**src/ultrasonic_echo_ranger_core_macros.svh**
```systemverilog
// ----------------------------------------------------------------------------
// Ultrasonic echo ranger assertion macros
// Shared concurrent assertion wrappers; they compile to nothing in synthesis.
// ----------------------------------------------------------------------------
`ifndef ULTRASONIC_ECHO_RANGER_CORE_MACROS_SVH
`define ULTRASONIC_ECHO_RANGER_CORE_MACROS_SVH

`ifndef SYNTHESIS

// Same-cycle implication, checked out of reset.
`define UER_ASSERT_NOW(label, clk, rst_n, ante, cons) \
    label: assert property (@(posedge clk) disable iff (!rst_n) (ante) |-> (cons)) \
        else $error("ranger assertion failed");

// Next-cycle implication, checked out of reset.
`define UER_ASSERT_NEXT(label, clk, rst_n, ante, cons) \
    label: assert property (@(posedge clk) disable iff (!rst_n) (ante) |=> (cons)) \
        else $error("ranger assertion failed");

`else

`define UER_ASSERT_NOW(label, clk, rst_n, ante, cons)
`define UER_ASSERT_NEXT(label, clk, rst_n, ante, cons)

`endif

`endif

```
**src/uer_pkg.sv**
```systemverilog
// ----------------------------------------------------------------------------
// Ultrasonic echo ranger package
// Beat types, register indexes, reset values and distance scaling constants.
// ----------------------------------------------------------------------------
package uer_pkg;

    localparam int CFG_W          = 17;
    localparam int OFFSET_W       = 8;
    localparam int CFG_IDX_W      = 2;
    localparam int COUNT_BITS_DEF = 17;

    localparam logic [CFG_IDX_W-1:0] REG_TRIGGER_TICKS = 2'd0;
    localparam logic [CFG_IDX_W-1:0] REG_ECHO_TIMEOUT  = 2'd1;
    localparam logic [CFG_IDX_W-1:0] REG_FRONT_OFFSET  = 2'd2;
    localparam logic [CFG_IDX_W-1:0] REG_REAR_OFFSET   = 2'd3;

    localparam logic [CFG_W-1:0]    TRIGGER_TICKS_RST = 17'd10000;
    localparam logic [CFG_W-1:0]    ECHO_TIMEOUT_RST  = 17'd100000;
    localparam logic [OFFSET_W-1:0] FRONT_OFFSET_RST  = 8'd60;
    localparam logic [OFFSET_W-1:0] REAR_OFFSET_RST   = 8'd50;

    // Half-count clamp: any larger half count saturates the raw distance at 22536.
    localparam int HALF_W                = 17;
    localparam logic [HALF_W-1:0] HALF_CLAMP = 17'd66283;

    // Scaled value is floor(half*17/2); distance = floor(scaled/25).
    localparam int SCALED_W    = 20;
    localparam int RECIP_W     = 21;
    localparam int RECIP_SHIFT = 25;
    localparam logic [RECIP_W-1:0] RECIP_25 = 21'd1342178;
    localparam int QUOT_W      = 16;

    localparam logic signed [15:0] DIST_MAX     = 16'sd22281;
    localparam logic signed [15:0] DIST_TIMEOUT = 16'sd9999;

    typedef struct packed {
        logic start_req;
        logic front_select;
        logic echo_level;
    } in_item_t;

    typedef struct packed {
        logic               trigger_out;
        logic               busy_res;
        logic               done_res;
        logic               timed_out;
        logic signed [15:0] distance_mm;
        logic signed [15:0] last_front_mm;
        logic signed [15:0] last_rear_mm;
    } out_item_t;

    // Record handed from the tick stage to the distance stage.
    typedef struct packed {
        logic                trigger;
        logic                busy;
        logic                done;
        logic                timed_out;
        logic                meas_ok;
        logic                side_front;
        logic [SCALED_W-1:0] scaled;
    } stage_rec_t;

endpackage

```
**src/uer_tick.sv**
```systemverilog
// ----------------------------------------------------------------------------
// Ranger tick stage
// Phase machine and tick counter, advanced once per accepted beat.
// ----------------------------------------------------------------------------
module uer_tick #(
    parameter int COUNT_BITS = uer_pkg::COUNT_BITS_DEF
) (
    input  logic                       clk,
    input  logic                       rst_n,
    input  logic                       accept,
    input  logic                       take,
    input  uer_pkg::in_item_t          item,
    input  logic [uer_pkg::CFG_W-1:0]  trigger_ticks,
    input  logic [uer_pkg::CFG_W-1:0]  echo_timeout,
    output logic                       rec_valid,
    output uer_pkg::stage_rec_t        rec
);
    import uer_pkg::*;

    localparam int CMP_W = (COUNT_BITS > CFG_W) ? COUNT_BITS : CFG_W;
    localparam int HW    = ((COUNT_BITS - 1) > HALF_W) ? (COUNT_BITS - 1) : HALF_W;
    localparam logic [COUNT_BITS-1:0] CNT_MAX = '1;

    typedef enum logic [1:0] {PH_IDLE, PH_TRIG, PH_RISE, PH_MEAS} phase_t;

    phase_t                phase_reg, phase_next;
    logic [COUNT_BITS-1:0] cnt_reg, cnt_next, cnt_inc;
    logic                  side_reg, side_next;
    logic                  valid_reg;
    stage_rec_t            rec_reg, rec_next;
    logic                  cnt_full, trig_end, wait_over, done, tmo, meas_ok;
    logic [HW-1:0]         half_ext;
    logic [HALF_W-1:0]     half_c;
    logic [HALF_W+3:0]     times17;

    always_comb
    begin
        cnt_full  = (cnt_reg == CNT_MAX);
        cnt_inc   = cnt_full ? cnt_reg : cnt_reg + 1'b1;
        trig_end  = (CMP_W'(cnt_inc) >= CMP_W'(trigger_ticks)) || (cnt_inc == CNT_MAX);
        wait_over = (CMP_W'(cnt_inc) > CMP_W'(echo_timeout)) || (cnt_inc == CNT_MAX);

        phase_next = phase_reg;
        cnt_next   = cnt_reg;
        side_next  = side_reg;
        done       = 1'b0;
        tmo        = 1'b0;
        meas_ok    = 1'b0;

        case (phase_reg)
            PH_IDLE:
            begin
                if (item.start_req)
                begin
                    side_next  = item.front_select;
                    cnt_next   = '0;
                    phase_next = PH_TRIG;
                end
            end
            PH_TRIG:
            begin
                cnt_next = cnt_inc;
                if (trig_end)
                begin
                    phase_next = PH_RISE;
                    cnt_next   = '0;
                end
            end
            PH_RISE:
            begin
                cnt_next = cnt_inc;
                if (item.echo_level)
                begin
                    phase_next = PH_MEAS;
                    cnt_next   = '0;
                end
                else if (wait_over)
                begin
                    done = 1'b1;
                    tmo  = 1'b1;
                end
            end
            PH_MEAS:
            begin
                cnt_next = cnt_inc;
                if (!item.echo_level)
                begin
                    done    = 1'b1;
                    meas_ok = 1'b1;
                end
                else if (wait_over)
                begin
                    done = 1'b1;
                    tmo  = 1'b1;
                end
            end
            default:
            begin
                phase_next = PH_IDLE;
            end
        endcase

        if (done)
        begin
            phase_next = PH_IDLE;
            cnt_next   = '0;
        end

        // Pre-scale the pulse width: clamp the half count, then times 17 over 2.
        half_ext = HW'(cnt_inc >> 1);
        half_c   = (half_ext > HW'(HALF_CLAMP)) ? HALF_CLAMP : half_ext[HALF_W-1:0];
        times17  = {half_c, 4'b0000} + (HALF_W+4)'(half_c);

        rec_next.trigger    = (phase_next == PH_TRIG);
        rec_next.busy       = (phase_next != PH_IDLE);
        rec_next.done       = done;
        rec_next.timed_out  = tmo;
        rec_next.meas_ok    = meas_ok;
        rec_next.side_front = side_reg;
        rec_next.scaled     = times17[HALF_W+3:1];
    end

    always_ff @(posedge clk or negedge rst_n)
    begin
        if (!rst_n)
        begin
            phase_reg <= PH_IDLE;
            cnt_reg   <= '0;
            side_reg  <= 1'b0;
            valid_reg <= 1'b0;
            rec_reg   <= '0;
        end
        else
        begin
            if (accept)
            begin
                phase_reg <= phase_next;
                cnt_reg   <= cnt_next;
                side_reg  <= side_next;
                rec_reg   <= rec_next;
                valid_reg <= 1'b1;
            end
            else if (take)
            begin
                valid_reg <= 1'b0;
            end
        end
    end

    assign rec_valid = valid_reg;
    assign rec       = rec_reg;

endmodule

```
**src/uer_dist.sv**
```systemverilog
// ----------------------------------------------------------------------------
// Ranger distance stage
// Divides the scaled width by 25, applies the side offset, keeps readings.
// ----------------------------------------------------------------------------
module uer_dist (
    input  logic                          clk,
    input  logic                          rst_n,
    input  logic                          rec_valid,
    input  uer_pkg::stage_rec_t           rec,
    input  logic [uer_pkg::OFFSET_W-1:0]  front_offset,
    input  logic [uer_pkg::OFFSET_W-1:0]  rear_offset,
    input  logic                          out_stall,
    output logic                          ready,
    output logic                          out_valid,
    output uer_pkg::out_item_t            out_data
);
    import uer_pkg::*;

    logic                              valid_reg;
    out_item_t                         out_reg, out_next;
    logic signed [15:0]                front_reg, front_next, rear_reg, rear_next;
    logic [SCALED_W+RECIP_W-1:0]       prod;
    logic [QUOT_W-1:0]                 quot;
    logic [OFFSET_W-1:0]               offset;
    logic signed [QUOT_W:0]            diff;
    logic signed [15:0]                dist_sat;
    logic                              load;

    always_comb
    begin
        prod     = SCALED_W'(rec.scaled) * RECIP_25;
        quot     = prod[RECIP_SHIFT+QUOT_W-1:RECIP_SHIFT];
        offset   = rec.side_front ? front_offset : rear_offset;
        diff     = $signed({1'b0, quot}) - $signed((QUOT_W+1)'(offset));
        dist_sat = (diff > (QUOT_W+1)'(DIST_MAX)) ? DIST_MAX : diff[15:0];

        front_next = front_reg;
        rear_next  = rear_reg;
        if (rec.meas_ok && rec.side_front)
        begin
            front_next = dist_sat;
        end
        if (rec.meas_ok && !rec.side_front)
        begin
            rear_next = dist_sat;
        end

        out_next.trigger_out   = rec.trigger;
        out_next.busy_res      = rec.busy;
        out_next.done_res      = rec.done;
        out_next.timed_out     = rec.timed_out;
        out_next.distance_mm   = rec.timed_out ? DIST_TIMEOUT
                                               : (rec.meas_ok ? dist_sat : 16'sd0);
        out_next.last_front_mm = front_next;
        out_next.last_rear_mm  = rear_next;
    end

    assign ready = !valid_reg || !out_stall;
    assign load  = rec_valid && ready;

    always_ff @(posedge clk or negedge rst_n)
    begin
        if (!rst_n)
        begin
            valid_reg <= 1'b0;
            front_reg <= '0;
            rear_reg  <= '0;
            out_reg   <= '0;
        end
        else
        begin
            if (load)
            begin
                valid_reg <= 1'b1;
                front_reg <= front_next;
                rear_reg  <= rear_next;
                out_reg   <= out_next;
            end
            else if (ready)
            begin
                valid_reg <= 1'b0;
            end
        end
    end

    assign out_valid = valid_reg;
    assign out_data  = out_reg;

endmodule

```
**src/ultrasonic_echo_ranger_core.sv**
```systemverilog
// ----------------------------------------------------------------------------
// Ultrasonic echo ranger core
// Trigger/echo timing and distance computation, one input beat per tick.
// ----------------------------------------------------------------------------
// An accepted beat is registered in the tick stage, then in the distance stage.
// Throughput: one beat per cycle without out_stall; the tick stage holds the
// phase machine and counter, the distance stage one 20x21 reciprocal multiply.
// Reset: asynchronous, active low; phase idle, counter and readings zero,
// registers at trigger 10000, timeout 100000, offsets 60 front and 50 rear.
`include "ultrasonic_echo_ranger_core_macros.svh"

module ultrasonic_echo_ranger_core #(
    parameter int COUNT_BITS = uer_pkg::COUNT_BITS_DEF
) (
    input  logic                           clk,
    input  logic                           rst_n,
    input  logic                           in_valid,
    output logic                           in_stall,
    input  uer_pkg::in_item_t              in_data,
    output logic                           out_valid,
    input  logic                           out_stall,
    output uer_pkg::out_item_t             out_data,
    input  logic                           cfg_write,
    input  logic [uer_pkg::CFG_IDX_W-1:0]  cfg_index,
    input  logic [uer_pkg::CFG_W-1:0]      cfg_data
);
    import uer_pkg::*;

    // Configuration registers. They must only be written while no beat is in
    // flight, so both stages may read them directly; the block does not enforce this.
    logic [CFG_W-1:0]    trigger_ticks_reg;
    logic [CFG_W-1:0]    echo_timeout_reg;
    logic [OFFSET_W-1:0] front_offset_reg;
    logic [OFFSET_W-1:0] rear_offset_reg;

    // Pipeline handshake. The tick stage loads on every accepted beat; its
    // record moves on whenever the output register is free or being drained,
    // so a new beat is still taken while a finished result waits downstream if the tick stage holds no record.
    logic       accept;
    logic       s1_valid;
    logic       s2_ready;
    stage_rec_t s1_rec;

    assign in_stall = s1_valid && !s2_ready;
    assign accept   = in_valid && !in_stall;

    always_ff @(posedge clk or negedge rst_n)
    begin
        if (!rst_n)
        begin
            trigger_ticks_reg <= TRIGGER_TICKS_RST;
            echo_timeout_reg  <= ECHO_TIMEOUT_RST;
            front_offset_reg  <= FRONT_OFFSET_RST;
            rear_offset_reg   <= REAR_OFFSET_RST;
        end
        else if (cfg_write)
        begin
            case (cfg_index)
                REG_TRIGGER_TICKS: trigger_ticks_reg <= cfg_data;
                REG_ECHO_TIMEOUT:  echo_timeout_reg  <= cfg_data;
                REG_FRONT_OFFSET:  front_offset_reg  <= cfg_data[OFFSET_W-1:0];
                REG_REAR_OFFSET:   rear_offset_reg   <= cfg_data[OFFSET_W-1:0];
                default:
                begin
                end
            endcase
        end
    end

    // Stage one: the phase machine steps once per beat, decides trigger,
    // busy, done and timeout, and pre-scales the echo width.
    uer_tick #(
        .COUNT_BITS (COUNT_BITS)
    ) u_tick (
        .clk           (clk),
        .rst_n         (rst_n),
        .accept        (accept),
        .take          (s2_ready),
        .item          (in_data),
        .trigger_ticks (trigger_ticks_reg),
        .echo_timeout  (echo_timeout_reg),
        .rec_valid     (s1_valid),
        .rec           (s1_rec)
    );

    // Stage two: divide by 25 through a reciprocal multiply, subtract the
    // side's offset, saturate, and update the stored front or rear reading.
    uer_dist u_dist (
        .clk          (clk),
        .rst_n        (rst_n),
        .rec_valid    (s1_valid),
        .rec          (s1_rec),
        .front_offset (front_offset_reg),
        .rear_offset  (rear_offset_reg),
        .out_stall    (out_stall),
        .ready        (s2_ready),
        .out_valid    (out_valid),
        .out_data     (out_data)
    );

    // A timeout result always carries done and the fixed timeout distance.
    `UER_ASSERT_NOW(a_timeout_dist, clk, rst_n, out_valid && out_data.timed_out, out_data.done_res && (out_data.distance_mm == DIST_TIMEOUT))

    // The trigger is only driven during a measurement.
    `UER_ASSERT_NOW(a_trigger_busy, clk, rst_n, out_valid && out_data.trigger_out, out_data.busy_res)

    // Beats without done report zero distance.
    `UER_ASSERT_NOW(a_idle_dist, clk, rst_n, out_valid && !out_data.done_res, out_data.distance_mm == 16'sd0)

    // Input is only held off while the tick stage has a record that cannot move.
    `UER_ASSERT_NOW(a_stall_cause, clk, rst_n, in_stall, s1_valid && out_valid && out_stall)

endmodule
```
**config.mk**
```make
export PLATFORM = sky130hd
export DESIGN_NAME = ultrasonic_echo_ranger_core
export DESIGN_NICKNAME = d
export VERILOG_FILES = /design/src/uer_pkg.sv /design/src/uer_tick.sv /design/src/uer_dist.sv /design/src/ultrasonic_echo_ranger_core.sv
export VERILOG_INCLUDE_DIRS = /design/src /design/src/src
export SDC_FILE = /design/constraint.sdc
export NUM_CORES = 1
export LEC_CHECK = 0
export BUFFER_PORTS_ARGS = -buffer_cell sky130_fd_sc_hd__buf_2
export CORE_ASPECT_RATIO = 0.8
export CORE_MARGIN = 4
export CORE_UTILIZATION = 65
export CTS_BUF_LIST = sky130_fd_sc_hd__clkbuf_2 sky130_fd_sc_hd__clkbuf_4 sky130_fd_sc_hd__clkbuf_8
export CTS_CLUSTER_SIZE = 40
export DETAILED_ROUTE_END_ITERATION = 6
export PLACE_DENSITY = 0.86
export RECOVER_POWER = 50
export SLEW_MARGIN = 10
export SYNTH_ARGS = -nofsm -noshare
export SYNTH_HDL_FRONTEND = slang
export SYNTH_SLANG_ARGS = --single-unit
```
**constraint.sdc**
```tcl
create_clock -name clk -period 15.25 [get_ports clk]
set_clock_uncertainty 0.05 [all_clocks]
set_input_delay 0.7625 -clock clk [delete_from_list [all_inputs] [get_ports clk]]
set_output_delay 0.7625 -clock clk [all_outputs]
set_load 0.005 [all_outputs]
```
==> out/qor.csv <==
stage,metric,value,unit
outcome,outcome,"complete, but fails checks",
outcome,violated checks,"capacitance limit, slew limit",
synthesis,Yosys top cell by area,ha_1,
route,initial DRC count,935,
clock_network,# resized after CTS,0,
floorplanning,Site Rows,51,
route,antenna-violating nets left,0,
synthesis,asr flop ratio synth,100,%
global_routing,vias in the first global route,13200,
timing,Finish-stage setup viols,0,
power,"IR drop worst, VDD",0.271,mV
synthesis,Synth Net Count,2150,
setup_path,CP Class,register to register,
synthesis,Mapped Area,0.0163,mm²
floorplanning,die area,0.0277,mm²
route,Pre-antenna DRT Iters,6,
power,PwrDens,228,mW/mm²
synthesis,Syn Inst Count,1701,
placed_design,HPWL after DPL,33100,µm
setup_path,"Max FO, Critical Path",20,
timing,worst hold slack,435,ps
timing,Final min period,9970,ps
setup_path,CP Launch Type,register,
setup_path,Worst EP arrival,10260,ps
route,DR WL/cell,19.6,µm
setup_path,Slowest Stage Delay on Critical Path,730,ps
layout,Inserted Diodes,0,
setup_path,Slowest cell on crit path,o21a_1,
synthesis,Synth area leaders,"ha_1 21%, dfrtp_1 20%, fa_1 18%",
layout,layout cells sized above 1,9.85,%
synthesis,Yosys cell types,82,
timing,Worst Tran Pin Value,4400,ps
synthesis,Post-Synth XOR/XNOR Area,2.56,%
floorplanning,I/O Pins,81,
clock_network,CTS H-tree lvls,4,
route,total number of vias,12500,
hold_path,worst hold path class,input port to register,
timing,relative slew slack,-194,%
synthesis,number of synthesized register bits,150,
timing,final period utilization,65.4,%
layout,Register Area,0.00378,mm²
power,cell leakage power,9.19,nW
clock_network,CTS buffer count,17,
layout,final net count,2212,
setup_path,Critical Path End Type,register,
timing,highest clock rate,100,MHz
setup_path,Required @ worst endpoint,15540,ps
clock_network,TritonCTS clock tree,done,
timing,Hold Fails Final Rpt,0,
floorplanning,DIE HEIGHT,150,µm
layout,max reg flops,52,
flow_run,max-cap viol count,2,
global_routing,total global routing overflow,0,
clock_network,"Reg clk slew, reported paths",120,ps
synthesis,Avg Inst Size Synth,9.60,µm²
layout,area occupied by multi-input gates,0.0112,mm²
placed_design,GPL Wtd Cong,0.968,
synthesis,ys flop type,dfrtp_1,
layout,Synth-to-Final Area Change,6.07,%
global_routing,first-pass GRT wire length,68400,µm
global_routing,largest net degree at the start of global routing,78,
synthesis,synth warn,0,
synthesis,area fraction in compound gates after synthesis,12.9,%
synthesis,post-synthesis mux area share,3.56,%
clock_network,clock buffer depth,2,
layout,fin util,70.7,%
synthesis,largest family of logic cells by synthesized area,adder cells,
floorplanning,initial core utilization,66.6,%
synthesis,post-synthesis adder-cell area fraction,39.1,%
synthesis,Simple-Gate Fraction of Synth Area,10.7,%
timing,Max Transition Viols Final,129,
synthesis,number of synthesized flops with an enable pin,0,
synthesis,Commonest cells post-synth,"297 x inv_1, 276 x ha_1, 146 x fa_1",
global_routing,global-route usage over all layers,31.3,%
route,DRC,0,
route,routed vias/inst,5.98,
timing,Final TNS setup,0,ps
synthesis,Synth top area share,21.2,%
clock_network,CTS Root Buffer Type,clkbuf_8,
timing,RSZ-0062 raised after global routing,false,
synthesis,"count leader, synth",inv_1,
global_routing,initial antenna violation count,0,
placed_design,# port buffers,80,
route,Detailed Route WL,41100,µm
floorplanning,Core Footprint,0.0245,mm²
synthesis,register area share after synthesis,23.1,%
clock_network,Hold Buf Count CTS,0,
clock_network,setup bufs post-CTS,0,
floorplanning,Chip Width,185,µm
layout,fillers,1856,
clock_network,clock sinks,150,
clock_network,latest clock arrival within the worst-skew pair,490,ps
## path summary, 6_finish.rpt
path | from | to | slack (ps) | cells after the start
max in group asynchronous | rst_n | u_tick.rec[25] | 10690 | 2
setup / recovery | u_tick.rec[0] | u_dist.out_data[29] | 5280 | 35
hold / removal | cfg_data[14] | trigger_ticks_reg[14] | 440 | 3
min in group asynchronous | rst_n | u_tick.cnt_reg[6] | 1790 | 1
setup reg to reg | u_tick.rec[0] | u_dist.out_data[29] | 5280 | 35
hold reg to reg | u_tick.side_reg | u_tick.rec[20] | 440 | 2
## per-layer routing
metal / wire length, µm / track usage [%] / part of all wire [%]
met5: 0 / 0 / 0
met1: 18100 / 44.1 / 44
met3: 3950 / 9.28 / 9.6
met2: 18200 / 48.1 / 44
met4: 931 / 7.63 / 2.3
## power by group
group          internal [mW]  switching (mW)  total [mW]
logic                   1.19            1.86        3.06
clock network          0.122           0.192       0.314
registers              0.492          0.0903       0.582
## layout make-up
class	instances	share of cell area (%)
clock inverters	15	0.896
flip-flops and latches	150	21.8
well taps	318	2.30
clock buffers	17	1.35
inverters	297	6.44
multi-input cells	1209	64.8
repair buffers	88	2.36
## worst max-delay path, delay by kind of cell, from the launching register on
family / cells / cell delay, ps
xor gates and xnor gates: 2 / 510
buffers and inverters: 7 / 480
adders and majority gates: 10 / 4200
AOI/OAI and AO/OA: 12 / 3490
and+or+nand+nor: 4 / 520
DFF: 1 / 560
## kinds of logic after synthesis
family / count (synthesis)
buffers and inverters: 342
adders and majority gates: 422
xor gates and xnor gates: 46
muxes: 53
DFF: 150
AOI/OAI and AO/OA: 320
and+or+nand+nor: 368
## placed cells by master, fill, tap and decap left out, types with 38 or more instances in the layout
| cell | synthesis | routed |
|---|---|---|
| ha_1 | 276 | 276 |
| nor2_1 | 79 | 79 |
| buf_2 | 9 | 44 |
| dfrtp_1 | 132 | 132 |
| nand2_1 | 144 | 144 |
| clkbuf_1 | 30 | 38 |
| mux2_2 | 40 | 40 |
| fa_1 | 146 | 146 |
| a21oi_1 | 76 | 76 |
| inv_1 | 297 | 297 |
| o21ai_0 | 81 | 81 |
## stage by stage
step	cell area, µm²	instances	setup slack [ps]	power (mW)
global route	17300	2094	4740	4.36
global placement	17000	2062	5820	3.43
finish	17300	2094	5280	3.95
floorplan	16300	1701	6870	2.70
detailed placement	17000	2062	5480	3.55
CTS	17400	2094	5390	3.91
Note: power is estimated with default switching activity, not from simulation.
